==> src/rtl/sct_pkg.sv <==
package sct_pkg;

    // Default widths of the position and length counters.
    localparam int LINE_BITS_DEF = 24;
    localparam int COL_BITS_DEF  = 16;
    localparam int LEN_BITS_DEF  = 16;

    // Fixed field widths.
    localparam int KIND_BITS = 6;
    localparam int VAL_BITS  = 63;

    // Depth of the token queue between scanner and output stage.
    localparam int Q_DEPTH = 4;

    // Token kinds.
    localparam logic [KIND_BITS-1:0] K_EOF     = 6'd0;
    localparam logic [KIND_BITS-1:0] K_IDENT   = 6'd1;
    localparam logic [KIND_BITS-1:0] K_INTLIT  = 6'd2;
    localparam logic [KIND_BITS-1:0] K_KW_BASE = 6'd3;
    localparam logic [KIND_BITS-1:0] K_LPAREN  = 6'd20;
    localparam logic [KIND_BITS-1:0] K_RPAREN  = 6'd21;
    localparam logic [KIND_BITS-1:0] K_LBRACK  = 6'd22;
    localparam logic [KIND_BITS-1:0] K_RBRACK  = 6'd23;
    localparam logic [KIND_BITS-1:0] K_LBRACE  = 6'd24;
    localparam logic [KIND_BITS-1:0] K_RBRACE  = 6'd25;
    localparam logic [KIND_BITS-1:0] K_COMMA   = 6'd26;
    localparam logic [KIND_BITS-1:0] K_COLON   = 6'd27;
    localparam logic [KIND_BITS-1:0] K_SEMI    = 6'd28;
    localparam logic [KIND_BITS-1:0] K_PLUSEQ  = 6'd29;
    localparam logic [KIND_BITS-1:0] K_PLUS    = 6'd30;
    localparam logic [KIND_BITS-1:0] K_ARROW   = 6'd31;
    localparam logic [KIND_BITS-1:0] K_MINUSEQ = 6'd32;
    localparam logic [KIND_BITS-1:0] K_MINUS   = 6'd33;
    localparam logic [KIND_BITS-1:0] K_STAREQ  = 6'd34;
    localparam logic [KIND_BITS-1:0] K_STAR    = 6'd35;
    localparam logic [KIND_BITS-1:0] K_SLASHEQ = 6'd36;
    localparam logic [KIND_BITS-1:0] K_SLASH   = 6'd37;
    localparam logic [KIND_BITS-1:0] K_PCTEQ   = 6'd38;
    localparam logic [KIND_BITS-1:0] K_PCT     = 6'd39;
    localparam logic [KIND_BITS-1:0] K_NE      = 6'd40;
    localparam logic [KIND_BITS-1:0] K_NOT     = 6'd41;
    localparam logic [KIND_BITS-1:0] K_ANDAND  = 6'd42;
    localparam logic [KIND_BITS-1:0] K_OROR    = 6'd43;
    localparam logic [KIND_BITS-1:0] K_EQEQ    = 6'd44;
    localparam logic [KIND_BITS-1:0] K_ASSIGN  = 6'd45;
    localparam logic [KIND_BITS-1:0] K_LE      = 6'd46;
    localparam logic [KIND_BITS-1:0] K_LT      = 6'd47;
    localparam logic [KIND_BITS-1:0] K_GE      = 6'd48;
    localparam logic [KIND_BITS-1:0] K_GT      = 6'd49;

    // Keyword table: first bytes packed little-endian, and length.
    localparam int NUM_KW = 17;
    localparam logic [63:0] KW_TEXT [NUM_KW] = '{
        64'h74656c,           // let
        64'h6e66,             // fn
        64'h6669,             // if
        64'h65736c65,         // else
        64'h656c696877,       // while
        64'h6e7275746572,     // return
        64'h7265666564,       // defer
        64'h6b61657262,       // break
        64'h65756e69746e6f63, // continue
        64'h65757274,         // true
        64'h65736c6166,       // false
        64'h323369,           // i32
        64'h343669,           // i64
        64'h6c6f6f62,         // bool
        64'h64696f76,         // void
        64'h727470,           // ptr
        64'h657571696e75      // unique
    };
    localparam logic [3:0] KW_LEN [NUM_KW] = '{
        4'd3, 4'd2, 4'd2, 4'd4, 4'd5, 4'd6, 4'd5, 4'd5, 4'd8,
        4'd4, 4'd5, 4'd3, 4'd3, 4'd4, 4'd4, 4'd3, 4'd6
    };

    // Valid bits of the two token slots that the scanner hands over per beat.
    typedef struct packed {
        logic a_v;
        logic b_v;
    } push_ctl_t;

    function automatic logic is_alpha(input logic [7:0] c);
        return (c >= 8'h61 && c <= 8'h7a) || (c >= 8'h41 && c <= 8'h5a);
    endfunction

    function automatic logic is_digit(input logic [7:0] c);
        return c >= 8'h30 && c <= 8'h39;
    endfunction

    function automatic logic is_space(input logic [7:0] c);
        return c == 8'h20 || (c >= 8'h09 && c <= 8'h0d);
    endfunction

    // Characters that may open a two-character operator.
    function automatic logic is_hold(input logic [7:0] c);
        return c == "+" || c == "-" || c == "*" || c == "/" || c == "%" || c == "!"
            || c == "&" || c == "|" || c == "=" || c == "<" || c == ">";
    endfunction

    // Kind of a two-character operator, or the end-of-file code when none.
    function automatic logic [KIND_BITS-1:0] pair_kind(input logic [7:0] h,
                                                       input logic [7:0] c);
        logic [KIND_BITS-1:0] k;
        k = K_EOF;
        case (h)
            "+": if (c == "=") k = K_PLUSEQ;
            "-": if (c == ">") k = K_ARROW; else if (c == "=") k = K_MINUSEQ;
            "*": if (c == "=") k = K_STAREQ;
            "/": if (c == "=") k = K_SLASHEQ;
            "%": if (c == "=") k = K_PCTEQ;
            "!": if (c == "=") k = K_NE;
            "&": if (c == "&") k = K_ANDAND;
            "|": if (c == "|") k = K_OROR;
            "=": if (c == "=") k = K_EQEQ;
            "<": if (c == "=") k = K_LE;
            ">": if (c == "=") k = K_GE;
            default: k = K_EOF;
        endcase
        return k;
    endfunction

    // Kind of a held character that ends up standing alone.
    function automatic logic [KIND_BITS-1:0] single_kind(input logic [7:0] h);
        logic [KIND_BITS-1:0] k;
        case (h)
            "+": k = K_PLUS;
            "-": k = K_MINUS;
            "*": k = K_STAR;
            "/": k = K_SLASH;
            "%": k = K_PCT;
            "!": k = K_NOT;
            "=": k = K_ASSIGN;
            "<": k = K_LT;
            ">": k = K_GT;
            default: k = K_SEMI;
        endcase
        return k;
    endfunction

    // Kind of a one-character punctuator that is emitted at once.
    function automatic logic [KIND_BITS-1:0] punct_kind(input logic [7:0] c);
        logic [KIND_BITS-1:0] k;
        case (c)
            "(": k = K_LPAREN;
            ")": k = K_RPAREN;
            "[": k = K_LBRACK;
            "]": k = K_RBRACK;
            "{": k = K_LBRACE;
            "}": k = K_RBRACE;
            ",": k = K_COMMA;
            ":": k = K_COLON;
            default: k = K_SEMI;
        endcase
        return k;
    endfunction

    // Keyword lookup; short is high when the word has at most eight bytes.
    function automatic logic [KIND_BITS-1:0] word_kind(input logic [63:0] prefix,
                                                       input logic [3:0] len,
                                                       input logic short);
        logic [KIND_BITS-1:0] k;
        k = K_IDENT;
        for (int i = 0; i < NUM_KW; i++) begin
            if (short && len == KW_LEN[i] && prefix == KW_TEXT[i]) begin
                k = K_KW_BASE + KIND_BITS'(i);
            end
        end
        return k;
    endfunction

endpackage

==> src/rtl/source_code_tokenizer.sv <==
// Streaming tokenizer: one source byte (ch, or is_end) enters per beat and one token
// leaves per beat. The scanner takes a byte every cycle while in_stall is low; it
// classifies the byte and updates its state in that cycle, and hands the zero, one or
// two tokens the byte causes to a four-entry queue. A registered output stage drains
// that queue one token a cycle while out_stall is low, so two tokens from one byte leave
// one after the other, and the input stalls only when the queue has fewer than two free
// entries. A token passes through the queue, then the output register. End of input or
// a zero byte emits an eof token and returns the block to line 1, column 1.
module source_code_tokenizer #(
    parameter int LINE_BITS = sct_pkg::LINE_BITS_DEF,
    parameter int COL_BITS  = sct_pkg::COL_BITS_DEF,
    parameter int LEN_BITS  = sct_pkg::LEN_BITS_DEF
)(
    input  logic                          clk,
    input  logic                          rst_n,
    input  logic                          in_valid,
    output logic                          in_stall,
    input  logic [7:0]                    ch,
    input  logic                          is_end,
    output logic                          out_valid,
    input  logic                          out_stall,
    output logic [sct_pkg::KIND_BITS-1:0] kind,
    output logic [sct_pkg::VAL_BITS-1:0]  value,
    output logic [LEN_BITS-1:0]           length,
    output logic [LINE_BITS-1:0]          line,
    output logic [COL_BITS-1:0]           column,
    output logic                          overflow,
    output logic                          last
);

    localparam int TOK_W = sct_pkg::KIND_BITS + sct_pkg::VAL_BITS + LEN_BITS
                         + LINE_BITS + COL_BITS + 2;

    sct_pkg::push_ctl_t push;
    logic [TOK_W-1:0]   tok_a;
    logic [TOK_W-1:0]   tok_b;
    logic               q_full;

    // Byte scanner.
    sct_front #(
        .LINE_BITS (LINE_BITS),
        .COL_BITS  (COL_BITS),
        .LEN_BITS  (LEN_BITS),
        .TOK_W     (TOK_W)
    ) u_front (
        .clk      (clk),
        .rst_n    (rst_n),
        .in_valid (in_valid),
        .in_stall (in_stall),
        .ch       (ch),
        .is_end   (is_end),
        .q_full   (q_full),
        .push     (push),
        .tok_a    (tok_a),
        .tok_b    (tok_b)
    );

    // Token queue and output stage.
    sct_back #(
        .LINE_BITS (LINE_BITS),
        .COL_BITS  (COL_BITS),
        .LEN_BITS  (LEN_BITS),
        .TOK_W     (TOK_W)
    ) u_back (
        .clk       (clk),
        .rst_n     (rst_n),
        .push      (push),
        .tok_a     (tok_a),
        .tok_b     (tok_b),
        .q_full    (q_full),
        .out_valid (out_valid),
        .out_stall (out_stall),
        .kind      (kind),
        .value     (value),
        .length    (length),
        .line      (line),
        .column    (column),
        .overflow  (overflow),
        .last      (last)
    );

endmodule

==> src/rtl/sct_front.sv <==
module sct_front #(
    parameter int LINE_BITS = sct_pkg::LINE_BITS_DEF,
    parameter int COL_BITS  = sct_pkg::COL_BITS_DEF,
    parameter int LEN_BITS  = sct_pkg::LEN_BITS_DEF,
    parameter int TOK_W     = sct_pkg::KIND_BITS + sct_pkg::VAL_BITS + LEN_BITS
                              + LINE_BITS + COL_BITS + 2
)(
    input  logic               clk,
    input  logic               rst_n,
    input  logic               in_valid,
    output logic               in_stall,
    input  logic [7:0]         ch,
    input  logic               is_end,
    input  logic               q_full,
    output sct_pkg::push_ctl_t push,
    output logic [TOK_W-1:0]   tok_a,
    output logic [TOK_W-1:0]   tok_b
);

    typedef struct packed {
        logic [sct_pkg::KIND_BITS-1:0] kind;
        logic [sct_pkg::VAL_BITS-1:0]  value;
        logic [LEN_BITS-1:0]           len;
        logic [LINE_BITS-1:0]          line;
        logic [COL_BITS-1:0]           col;
        logic                          ovf;
        logic                          last;
    } tok_t;

    typedef enum logic [6:0] {
        M_IDLE  = 7'b0000001,
        M_WORD  = 7'b0000010,
        M_NUM   = 7'b0000100,
        M_HELD  = 7'b0001000,
        M_LCOM  = 7'b0010000,
        M_BCOM  = 7'b0100000,
        M_BSTAR = 7'b1000000
    } mode_t;

    localparam logic [LINE_BITS-1:0] LINE_MAX = '1;
    localparam logic [COL_BITS-1:0]  COL_MAX  = '1;
    localparam logic [LEN_BITS-1:0]  LEN_MAX  = '1;
    localparam logic [LINE_BITS-1:0] LINE_ONE = LINE_BITS'(1);
    localparam logic [COL_BITS-1:0]  COL_ONE  = COL_BITS'(1);
    localparam logic [LEN_BITS-1:0]  LEN_ONE  = LEN_BITS'(1);
    localparam logic [LEN_BITS-1:0]  LEN_TWO  = LEN_BITS'(2);
    localparam logic [LEN_BITS-1:0]  LEN_EIGHT = LEN_BITS'(8);
    localparam logic [sct_pkg::VAL_BITS-1:0] VAL_MAX = '1;

    mode_t                        mode_reg, mode_next;
    logic [7:0]                   held_reg, held_next;
    logic [63:0]                  prefix_reg, prefix_next;
    logic [LEN_BITS-1:0]          tlen_reg, tlen_next;
    logic [sct_pkg::VAL_BITS-1:0] nval_reg, nval_next;
    logic                         novf_reg, novf_next;
    logic [LINE_BITS-1:0]         line_reg, line_next;
    logic [COL_BITS-1:0]          col_reg, col_next;
    logic [LINE_BITS-1:0]         sline_reg, sline_next;
    logic [COL_BITS-1:0]          scol_reg, scol_next;

    logic                         fire;
    logic                         end_in;
    logic                         word_char;
    logic                         do_scan;
    logic                         a_v, b_v;
    tok_t                         a_tok, b_tok;
    logic [sct_pkg::VAL_BITS+3:0] val_x10;
    logic [sct_pkg::KIND_BITS-1:0] held_pair;
    logic [sct_pkg::KIND_BITS-1:0] kw;
    logic                         tlen_short;

    // Build one token; the flag also marks a start position at its limit.
    function automatic tok_t mk_tok(input logic [sct_pkg::KIND_BITS-1:0] k,
                                    input logic [sct_pkg::VAL_BITS-1:0] v,
                                    input logic [LEN_BITS-1:0] n,
                                    input logic [LINE_BITS-1:0] ln,
                                    input logic [COL_BITS-1:0] cl,
                                    input logic ovf);
        tok_t t;
        t.kind  = k;
        t.value = v;
        t.len   = n;
        t.line  = ln;
        t.col   = cl;
        t.ovf   = ovf || ln == LINE_MAX || cl == COL_MAX;
        t.last  = 1'b0;
        return t;
    endfunction

    assign in_stall = q_full;
    assign fire     = in_valid && !q_full;
    assign end_in   = is_end || ch == 8'h00;
    assign word_char = sct_pkg::is_alpha(ch) || sct_pkg::is_digit(ch) || ch == "_";

    // Decimal accumulate: value * 10 + digit, with room to detect saturation.
    assign val_x10 = ({4'b0, nval_reg} << 3) + ({4'b0, nval_reg} << 1)
                   + {63'b0, ch[3:0]};

    assign held_pair  = sct_pkg::pair_kind(held_reg, ch);
    assign tlen_short = tlen_reg <= LEN_EIGHT;
    assign kw = sct_pkg::word_kind(prefix_reg, tlen_reg[3:0], tlen_short);

    // Next state and the up to two tokens caused by this byte.
    always_comb
    begin
        mode_next   = mode_reg;
        held_next   = held_reg;
        prefix_next = prefix_reg;
        tlen_next   = tlen_reg;
        nval_next   = nval_reg;
        novf_next   = novf_reg;
        sline_next  = sline_reg;
        scol_next   = scol_reg;
        do_scan     = 1'b0;
        a_v         = 1'b0;
        b_v         = 1'b0;
        a_tok       = mk_tok(sct_pkg::K_EOF, '0, '0, line_reg, col_reg, 1'b0);
        b_tok       = mk_tok(sct_pkg::K_EOF, '0, '0, line_reg, col_reg, 1'b0);

        // A pending word, number or held character flushes into slot A.
        case (mode_reg)
            M_WORD:  a_tok = mk_tok(kw, '0, tlen_reg, sline_reg, scol_reg, novf_reg);
            M_NUM:   a_tok = mk_tok(sct_pkg::K_INTLIT, nval_reg, tlen_reg,
                                    sline_reg, scol_reg, novf_reg);
            M_HELD:  a_tok = mk_tok(sct_pkg::single_kind(held_reg), '0, LEN_ONE,
                                    sline_reg, scol_reg, 1'b0);
            default: a_tok = mk_tok(sct_pkg::K_EOF, '0, '0, line_reg, col_reg, 1'b0);
        endcase

        if (end_in) begin
            a_v = mode_reg == M_WORD || mode_reg == M_NUM || mode_reg == M_HELD;
            b_v = 1'b1;
            mode_next   = M_IDLE;
            held_next   = 8'h00;
            prefix_next = '0;
            tlen_next   = '0;
            nval_next   = '0;
            novf_next   = 1'b0;
            sline_next  = LINE_ONE;
            scol_next   = COL_ONE;
        end else begin
            case (mode_reg)
                M_WORD:
                begin
                    if (word_char) begin
                        for (int j = 0; j < 8; j++) begin
                            if (tlen_reg == LEN_BITS'(j)) begin
                                prefix_next[8*j +: 8] = ch;
                            end
                        end
                        if (tlen_reg == LEN_MAX) novf_next = 1'b1;
                        else tlen_next = tlen_reg + LEN_ONE;
                    end else begin
                        a_v     = 1'b1;
                        do_scan = 1'b1;
                    end
                end
                M_NUM:
                begin
                    if (sct_pkg::is_digit(ch)) begin
                        if (val_x10[sct_pkg::VAL_BITS+3:sct_pkg::VAL_BITS] != 4'b0) begin
                            nval_next = VAL_MAX;
                            novf_next = 1'b1;
                        end else begin
                            nval_next = val_x10[sct_pkg::VAL_BITS-1:0];
                        end
                        if (tlen_reg == LEN_MAX) novf_next = 1'b1;
                        else tlen_next = tlen_reg + LEN_ONE;
                    end else begin
                        a_v     = 1'b1;
                        do_scan = 1'b1;
                    end
                end
                M_HELD:
                begin
                    if (held_pair != sct_pkg::K_EOF) begin
                        a_v       = 1'b1;
                        a_tok     = mk_tok(held_pair, '0, LEN_TWO, sline_reg, scol_reg,
                                           1'b0);
                        mode_next = M_IDLE;
                    end else if (held_reg == "/" && ch == "/") begin
                        mode_next = M_LCOM;
                    end else if (held_reg == "/" && ch == "*") begin
                        mode_next = M_BCOM;
                    end else begin
                        a_v     = 1'b1;
                        do_scan = 1'b1;
                    end
                end
                M_LCOM:
                begin
                    if (ch == 8'h0a) mode_next = M_IDLE;
                end
                M_BCOM:
                begin
                    if (ch == "*") mode_next = M_BSTAR;
                end
                M_BSTAR:
                begin
                    if (ch == "/") mode_next = M_IDLE;
                    else if (ch != "*") mode_next = M_BCOM;
                end
                default:
                begin
                    do_scan = 1'b1;
                end
            endcase

            // Scan the byte from the idle state: skip white space, start a token or emit one.
            if (do_scan) begin
                mode_next = M_IDLE;
                if (sct_pkg::is_space(ch)) begin
                    mode_next = M_IDLE;
                end else if (sct_pkg::is_alpha(ch) || ch == "_" || sct_pkg::is_digit(ch)
                             || sct_pkg::is_hold(ch)) begin
                    sline_next  = line_reg;
                    scol_next   = col_reg;
                    tlen_next   = LEN_ONE;
                    novf_next   = 1'b0;
                    prefix_next = '0;
                    nval_next   = '0;
                    if (sct_pkg::is_digit(ch)) begin
                        nval_next = {59'b0, ch[3:0]};
                        mode_next = M_NUM;
                    end else if (sct_pkg::is_hold(ch)) begin
                        held_next = ch;
                        mode_next = M_HELD;
                    end else begin
                        prefix_next = {56'b0, ch};
                        mode_next   = M_WORD;
                    end
                end else begin
                    b_v   = 1'b1;
                    b_tok = mk_tok(sct_pkg::punct_kind(ch), '0, LEN_ONE,
                                   line_reg, col_reg, 1'b0);
                end
            end
        end

        a_tok.last = !b_v;
        b_tok.last = 1'b1;
    end

    // Position counters advance once per byte and saturate; a newline returns the column to 1.
    always_comb
    begin
        line_next = line_reg;
        col_next  = col_reg;
        if (end_in) begin
            line_next = LINE_ONE;
            col_next  = COL_ONE;
        end else if (ch == 8'h0a) begin
            if (line_reg != LINE_MAX) line_next = line_reg + LINE_ONE;
            col_next = COL_ONE;
        end else if (col_reg != COL_MAX) begin
            col_next = col_reg + COL_ONE;
        end
    end

    // Token slots toward the queue; valid only on an accepted beat.
    assign push.a_v = fire && a_v;
    assign push.b_v = fire && b_v;
    assign tok_a    = a_tok;
    assign tok_b    = b_tok;

    // Scanner state.
    always_ff @(posedge clk or negedge rst_n)
    begin
        if (!rst_n) begin
            mode_reg   <= M_IDLE;
            held_reg   <= 8'h00;
            prefix_reg <= '0;
            tlen_reg   <= '0;
            nval_reg   <= '0;
            novf_reg   <= 1'b0;
            line_reg   <= LINE_ONE;
            col_reg    <= COL_ONE;
            sline_reg  <= LINE_ONE;
            scol_reg   <= COL_ONE;
        end else if (fire) begin
            mode_reg   <= mode_next;
            held_reg   <= held_next;
            prefix_reg <= prefix_next;
            tlen_reg   <= tlen_next;
            nval_reg   <= nval_next;
            novf_reg   <= novf_next;
            line_reg   <= line_next;
            col_reg    <= col_next;
            sline_reg  <= sline_next;
            scol_reg   <= scol_next;
        end
    end

endmodule

==> src/rtl/sct_back.sv <==
module sct_back #(
    parameter int LINE_BITS = sct_pkg::LINE_BITS_DEF,
    parameter int COL_BITS  = sct_pkg::COL_BITS_DEF,
    parameter int LEN_BITS  = sct_pkg::LEN_BITS_DEF,
    parameter int TOK_W     = sct_pkg::KIND_BITS + sct_pkg::VAL_BITS + LEN_BITS
                              + LINE_BITS + COL_BITS + 2
)(
    input  logic                          clk,
    input  logic                          rst_n,
    input  sct_pkg::push_ctl_t            push,
    input  logic [TOK_W-1:0]              tok_a,
    input  logic [TOK_W-1:0]              tok_b,
    output logic                          q_full,
    output logic                          out_valid,
    input  logic                          out_stall,
    output logic [sct_pkg::KIND_BITS-1:0] kind,
    output logic [sct_pkg::VAL_BITS-1:0]  value,
    output logic [LEN_BITS-1:0]           length,
    output logic [LINE_BITS-1:0]          line,
    output logic [COL_BITS-1:0]           column,
    output logic                          overflow,
    output logic                          last
);

    typedef struct packed {
        logic [sct_pkg::KIND_BITS-1:0] kind;
        logic [sct_pkg::VAL_BITS-1:0]  value;
        logic [LEN_BITS-1:0]           len;
        logic [LINE_BITS-1:0]          line;
        logic [COL_BITS-1:0]           col;
        logic                          ovf;
        logic                          last;
    } tok_t;

    localparam int PTR_BITS = $clog2(sct_pkg::Q_DEPTH);
    localparam int CNT_BITS = $clog2(sct_pkg::Q_DEPTH + 1);
    localparam logic [CNT_BITS-1:0] CNT_ROOM = CNT_BITS'(sct_pkg::Q_DEPTH - 2);
    localparam logic [PTR_BITS-1:0] PTR_ONE  = PTR_BITS'(1);

    tok_t                q_reg [sct_pkg::Q_DEPTH];
    logic [PTR_BITS-1:0] wp_reg, wp_next;
    logic [PTR_BITS-1:0] rp_reg, rp_next;
    logic [CNT_BITS-1:0] cnt_reg, cnt_next;
    logic                ov_reg;
    tok_t                out_reg;
    logic                load;
    logic                pop;
    logic [1:0]          push_n;

    // The scanner may hand over two tokens per beat, so keep room for two.
    assign q_full = cnt_reg > CNT_ROOM;

    assign load   = !ov_reg || !out_stall;
    assign pop    = load && cnt_reg != '0;
    assign push_n = {1'b0, push.a_v} + {1'b0, push.b_v};

    assign wp_next  = wp_reg + PTR_BITS'(push_n);
    assign rp_next  = pop ? rp_reg + PTR_ONE : rp_reg;
    assign cnt_next = cnt_reg + CNT_BITS'(push_n) - CNT_BITS'(pop);

    // Queue storage, filled in order of the two slots.
    always_ff @(posedge clk)
    begin
        if (push.a_v) begin
            q_reg[wp_reg] <= tok_t'(tok_a);
            if (push.b_v) q_reg[wp_reg + PTR_ONE] <= tok_t'(tok_b);
        end else if (push.b_v) begin
            q_reg[wp_reg] <= tok_t'(tok_b);
        end
    end

    // Queue pointers and output beat valid.
    always_ff @(posedge clk or negedge rst_n)
    begin
        if (!rst_n) begin
            wp_reg  <= '0;
            rp_reg  <= '0;
            cnt_reg <= '0;
            ov_reg  <= 1'b0;
        end else begin
            wp_reg  <= wp_next;
            rp_reg  <= rp_next;
            cnt_reg <= cnt_next;
            if (load) ov_reg <= cnt_reg != '0;
        end
    end

    // Output register for the token on offer.
    always_ff @(posedge clk)
    begin
        if (pop) out_reg <= q_reg[rp_reg];
    end

    assign out_valid = ov_reg;
    assign kind      = out_reg.kind;
    assign value     = out_reg.value;
    assign length    = out_reg.len;
    assign line      = out_reg.line;
    assign column    = out_reg.col;
    assign overflow  = out_reg.ovf;
    assign last      = out_reg.last;

endmodule
==> config.mk <==
export PLATFORM = sky130hd
export DESIGN_NAME = source_code_tokenizer
export DESIGN_NICKNAME = d
export VERILOG_FILES = /design/src/rtl/sct_pkg.sv /design/src/rtl/source_code_tokenizer.sv /design/src/rtl/sct_front.sv /design/src/rtl/sct_back.sv
export SDC_FILE = /design/constraint.sdc
export NUM_CORES = 2
export LEC_CHECK = 0
export ABC_CLOCK_PERIOD_IN_PS = 10300
export BUFFER_PORTS_ARGS = -buffer_cell sky130_fd_sc_hd__buf_2
export CORE_MARGIN = 2
export CORE_UTILIZATION = 45
export CTS_BUF_LIST = sky130_fd_sc_hd__clkbuf_2 sky130_fd_sc_hd__clkbuf_4 sky130_fd_sc_hd__clkbuf_8
export CTS_CLUSTER_SIZE = 28
export DETAILED_ROUTE_END_ITERATION = 10
export GPL_TIMING_DRIVEN = 0
export PLACE_DENSITY = 0.71
export SLEW_MARGIN = 20
export SYNTH_ARGS = -nofsm -noshare
export SYNTH_HDL_FRONTEND = slang
export SYNTH_SLANG_ARGS = --single-unit
==> constraint.sdc <==
create_clock -name clk -period 10.3 [get_ports clk]
set_clock_uncertainty 0.05 [all_clocks]
set_input_delay 0.515 -clock clk [delete_from_list [all_inputs] [get_ports clk]]
set_output_delay 0.515 -clock clk [all_outputs]
set_load 0.02 [all_outputs]
==> metrics.md <==
| Metric | Value |
|---|---|
| Status | `finished, final reports clean` |
| Part of the Yosys area used for sequential elements | `0.528` |
| Final Setup Violations | `0` |
| Mapped Avg Cell Area | `11.4 um2` |
| RSZ-0062 raised after global routing | `false` |
| Seq cells post-synth | `882` |
| Post-route minimum period | `5.64 ns` |
| Share of total power in sequential cells | `0.428` |
| Die area | `95200 um2` |
| Count of cell types in the netlist | `96` |
| Post-synth ARST share | `0.280` |
| Sw Share | `0.326` |
| NetSw | `3230 uW` |
| Vias per inst | `6.05` |
| Clock network power share | `0.335` |
| Area share of the largest cell type after synthesis | `0.227` |
| Clock sink total | `882` |
| Post-synth EDFFs | `315` |
| Die H | `309 um` |
| DP HPWL | `83300 um` |
| Layout area overhead | `14.5%` |
| Worst Tran Pin Value | `1.15 ns` |
| Num rows | `111` |
| Max reg flops | `508` |
| Vias | `32400` |
| Antenna violations before repair | `10` |
| Arr. time, crit path | `6.11 ns` |
| Pins Over Slew Limit | `0` |
| Synth cell count leaders | `a22o_1 (517), nand2_1 (394), dfxtp_1 (320), edfxtp_1 (315), dfrtp_1 (242)` |
| Nets | `4135` |
| Register area | `22100 um2` |
| Routed wl met3 | `9200 um` |
| Finished Layout Cells | `5353` |
| Internal power | `6660 uW` |
| CTS tree | `done` |
| Initial core utilization | `0.455` |
| Placed cell count | `5072` |
| Dominant cells by area after synthesis | `edfxtp_1 (23%), dfxtp_1 (15%), dfrtp_1 (15%), a22o_1 (11%), mux4_2 (6.9%)` |
| Clock buffer depth | `3` |
| Final core occ | `0.521` |
| Area of the multi-input gates | `18400 um2` |
| Clock-pin slew on the worst setup and hold paths | `0.06 ns` |
| HP Class | `in -> reg` |
| Max_cap viols | `0` |
| Pleak | `0.0193 uW` |
| TNS Setup | `0 ns` |
| Worst skew pair latency | `0.83 ns` |
| GR Util All Layers | `0.251` |
| Net count after synthesis | `3821` |
| Syn. warnings | `0` |
| Critical Path RT | `10.77 ns` |
| Initial detailed-routing violation count | `3267` |
| Root buffer cell | `clkbuf_8` |
| CTS Hold Bufs | `3` |
| Highest metal used | `met5` |
| Wire per inst | `22.4 um` |
| Routed wl met2 | `55100 um` |
| Pin count of the biggest net entering global routing | `86` |
| CTS Buf Count | `147` |
| Largest area contributor in the synthesized netlist | `edfxtp_1` |
| Post-CTS Resized | `0` |
| First-pass GRT wire length | `185000 um` |
| Drt drc | `0` |
| Final worst path period share | `0.548` |
| I/O Buffers | `140` |
| Count leader, synth | `a22o_1` |
| Fill cells | `8049` |
| Setup Crit Path Kind | `reg -> reg` |
| Post-CTS setup buffers | `0` |
| Top_reg_cell synth | `dfxtp_1` |
| Die width | `309 um` |
| Crit start category | `flop` |
| Mapped cell area | `41700 um2` |
| Gpl congestion | `0.957` |
| Max IR drop VDD | `0.152 mV` |
| Max FO, Critical Path | `37` |
| CTS HTree Levels | `4` |
| Final ANT Viol Nets | `0` |
| CP Capture Type | `flop` |
| Final Hold Vio Count | `0` |
| Core ar. | `91800 um2` |
| Slew Limit Headroom | `0.232` |
| Fraction of layout cells with a size suffix above 1 | `0.159` |
| Gr ovfl total | `0` |
| Synthesized instance count | `3667` |
| Initial DRT Pass Iterations | `7` |
| Wl on met1 | `51400 um` |
| Cell Pwr Density | `207 nW/um2` |
| Routed wire length | `120000 um` |
| Logic pwr share | `0.238` |
| Fmax | `177 MHz` |
| Io pins | `142` |
| PnR Total Power | `9890 uW` |
| Vias in the first global route | `31800` |
==> per-layer routing <==
layer,track usage,up-vias
met4,0.0946,6
met1,0.348,16100
met3,0.0484,271
li1,-,14700
met2,0.392,1346
met5,0,-
==> cells in the final DEF, fill, tap and decap left out, drive strengths merged, types with 51 or more instances in the layout <==
master	synthesis	routed
clkbuf	210	450
ha	138	138
a22o	517	517
a21oi	140	140
dfxtp	320	320
xnor2	52	52
edfxtp	315	315
buf	68	229
dfrtp	242	242
nand4	62	62
inv	59	67
nor3	51	51
nand2	395	395
o21ai	252	252
nand3	66	66
mux4	127	127
nor2	162	162
==> worst max-delay path: stages (launching register included) <==
cell and delay (ns):
dfrtp_1 0.40, nor3b_1 0.58, nand4_1 0.26, or2_1 0.29
o2111a_1 0.23, a221oi_4 0.47, nor3_1 0.13, a21oi_1 0.28
nand2b_1 0.18, ha_1 0.26, and3b_1 0.20, clkbuf_1 0.21
nor2_2 0.47, buf_8 0.22, clkbuf_1 0.55, inv_4 0.24
buf_16 0.27
==> final timing paths <==
path / startpoint / end / slack, ns / depth (start not counted)
worst max-delay path: u_front.held_reg[7] / u_back.q_reg[3][14] / 4.66 / 16
worst min register to register: u_back.q_reg[3][50] / u_back.q_reg[3][50] / 0.40 / 2
max in group asynchronous: rst_n / u_front.nval_reg[30] / 9.10 / 4
worst max register to register: u_front.held_reg[7] / u_back.q_reg[3][14] / 4.66 / 16
worst min-delay path: is_end / u_front.col_reg[15] / 0.11 / 4
min in group asynchronous: rst_n / u_front.scol_reg[14] / 0.21 / 3
==> power groups by stage <==
stage	clock network, uW	registers [uW]	logic (uW)
CTS	3360	4230	2350
floorplan	0	4490	1220
detailed placement	0	4290	2330
global route	3530	4260	2500
finish	3310	4230	2350
global placement	0	4360	2230
==> final cells by class <==
class | instances | area share
Tap cell | 1243 | 0.0325
Buffer | 278 | 0.0232
Sequential cell | 882 | 0.461
Inverter | 59 | 0.00484
Clock buffer | 239 | 0.0602
Clock inverter | 33 | 0.00644
Timing Repair Buffer | 165 | 0.0257
Multi-Input combinational cell | 2448 | 0.385
Antenna cell | 6 | 0.000314
==> logic make-up after synthesis <==
kind of cell | synth area share
buffers and inverters | 0.0318
muxes | 0.0703
adders and majority gates | 0.0428
and+or+nand+nor | 0.114
xor gates and xnor gates | 0.0197
DFF | 0.528
AOI/OAI and AO/OA | 0.193
==> per-stage QoR <==
step           cell area [um2]  setup slack, ns  hold WS (ns)
2_1_floorplan            41700             1.43         0.169
4_1_cts                  47800             4.74        0.0670
3_3_place_gp             44000            -2.77         0.379
6_report                 47800             4.66         0.113
3_5_place_dp             44600             4.44         0.390
5_1_grt                  47800             4.28         0.110
No activity file was read; power rests on OpenSTA's default activity.
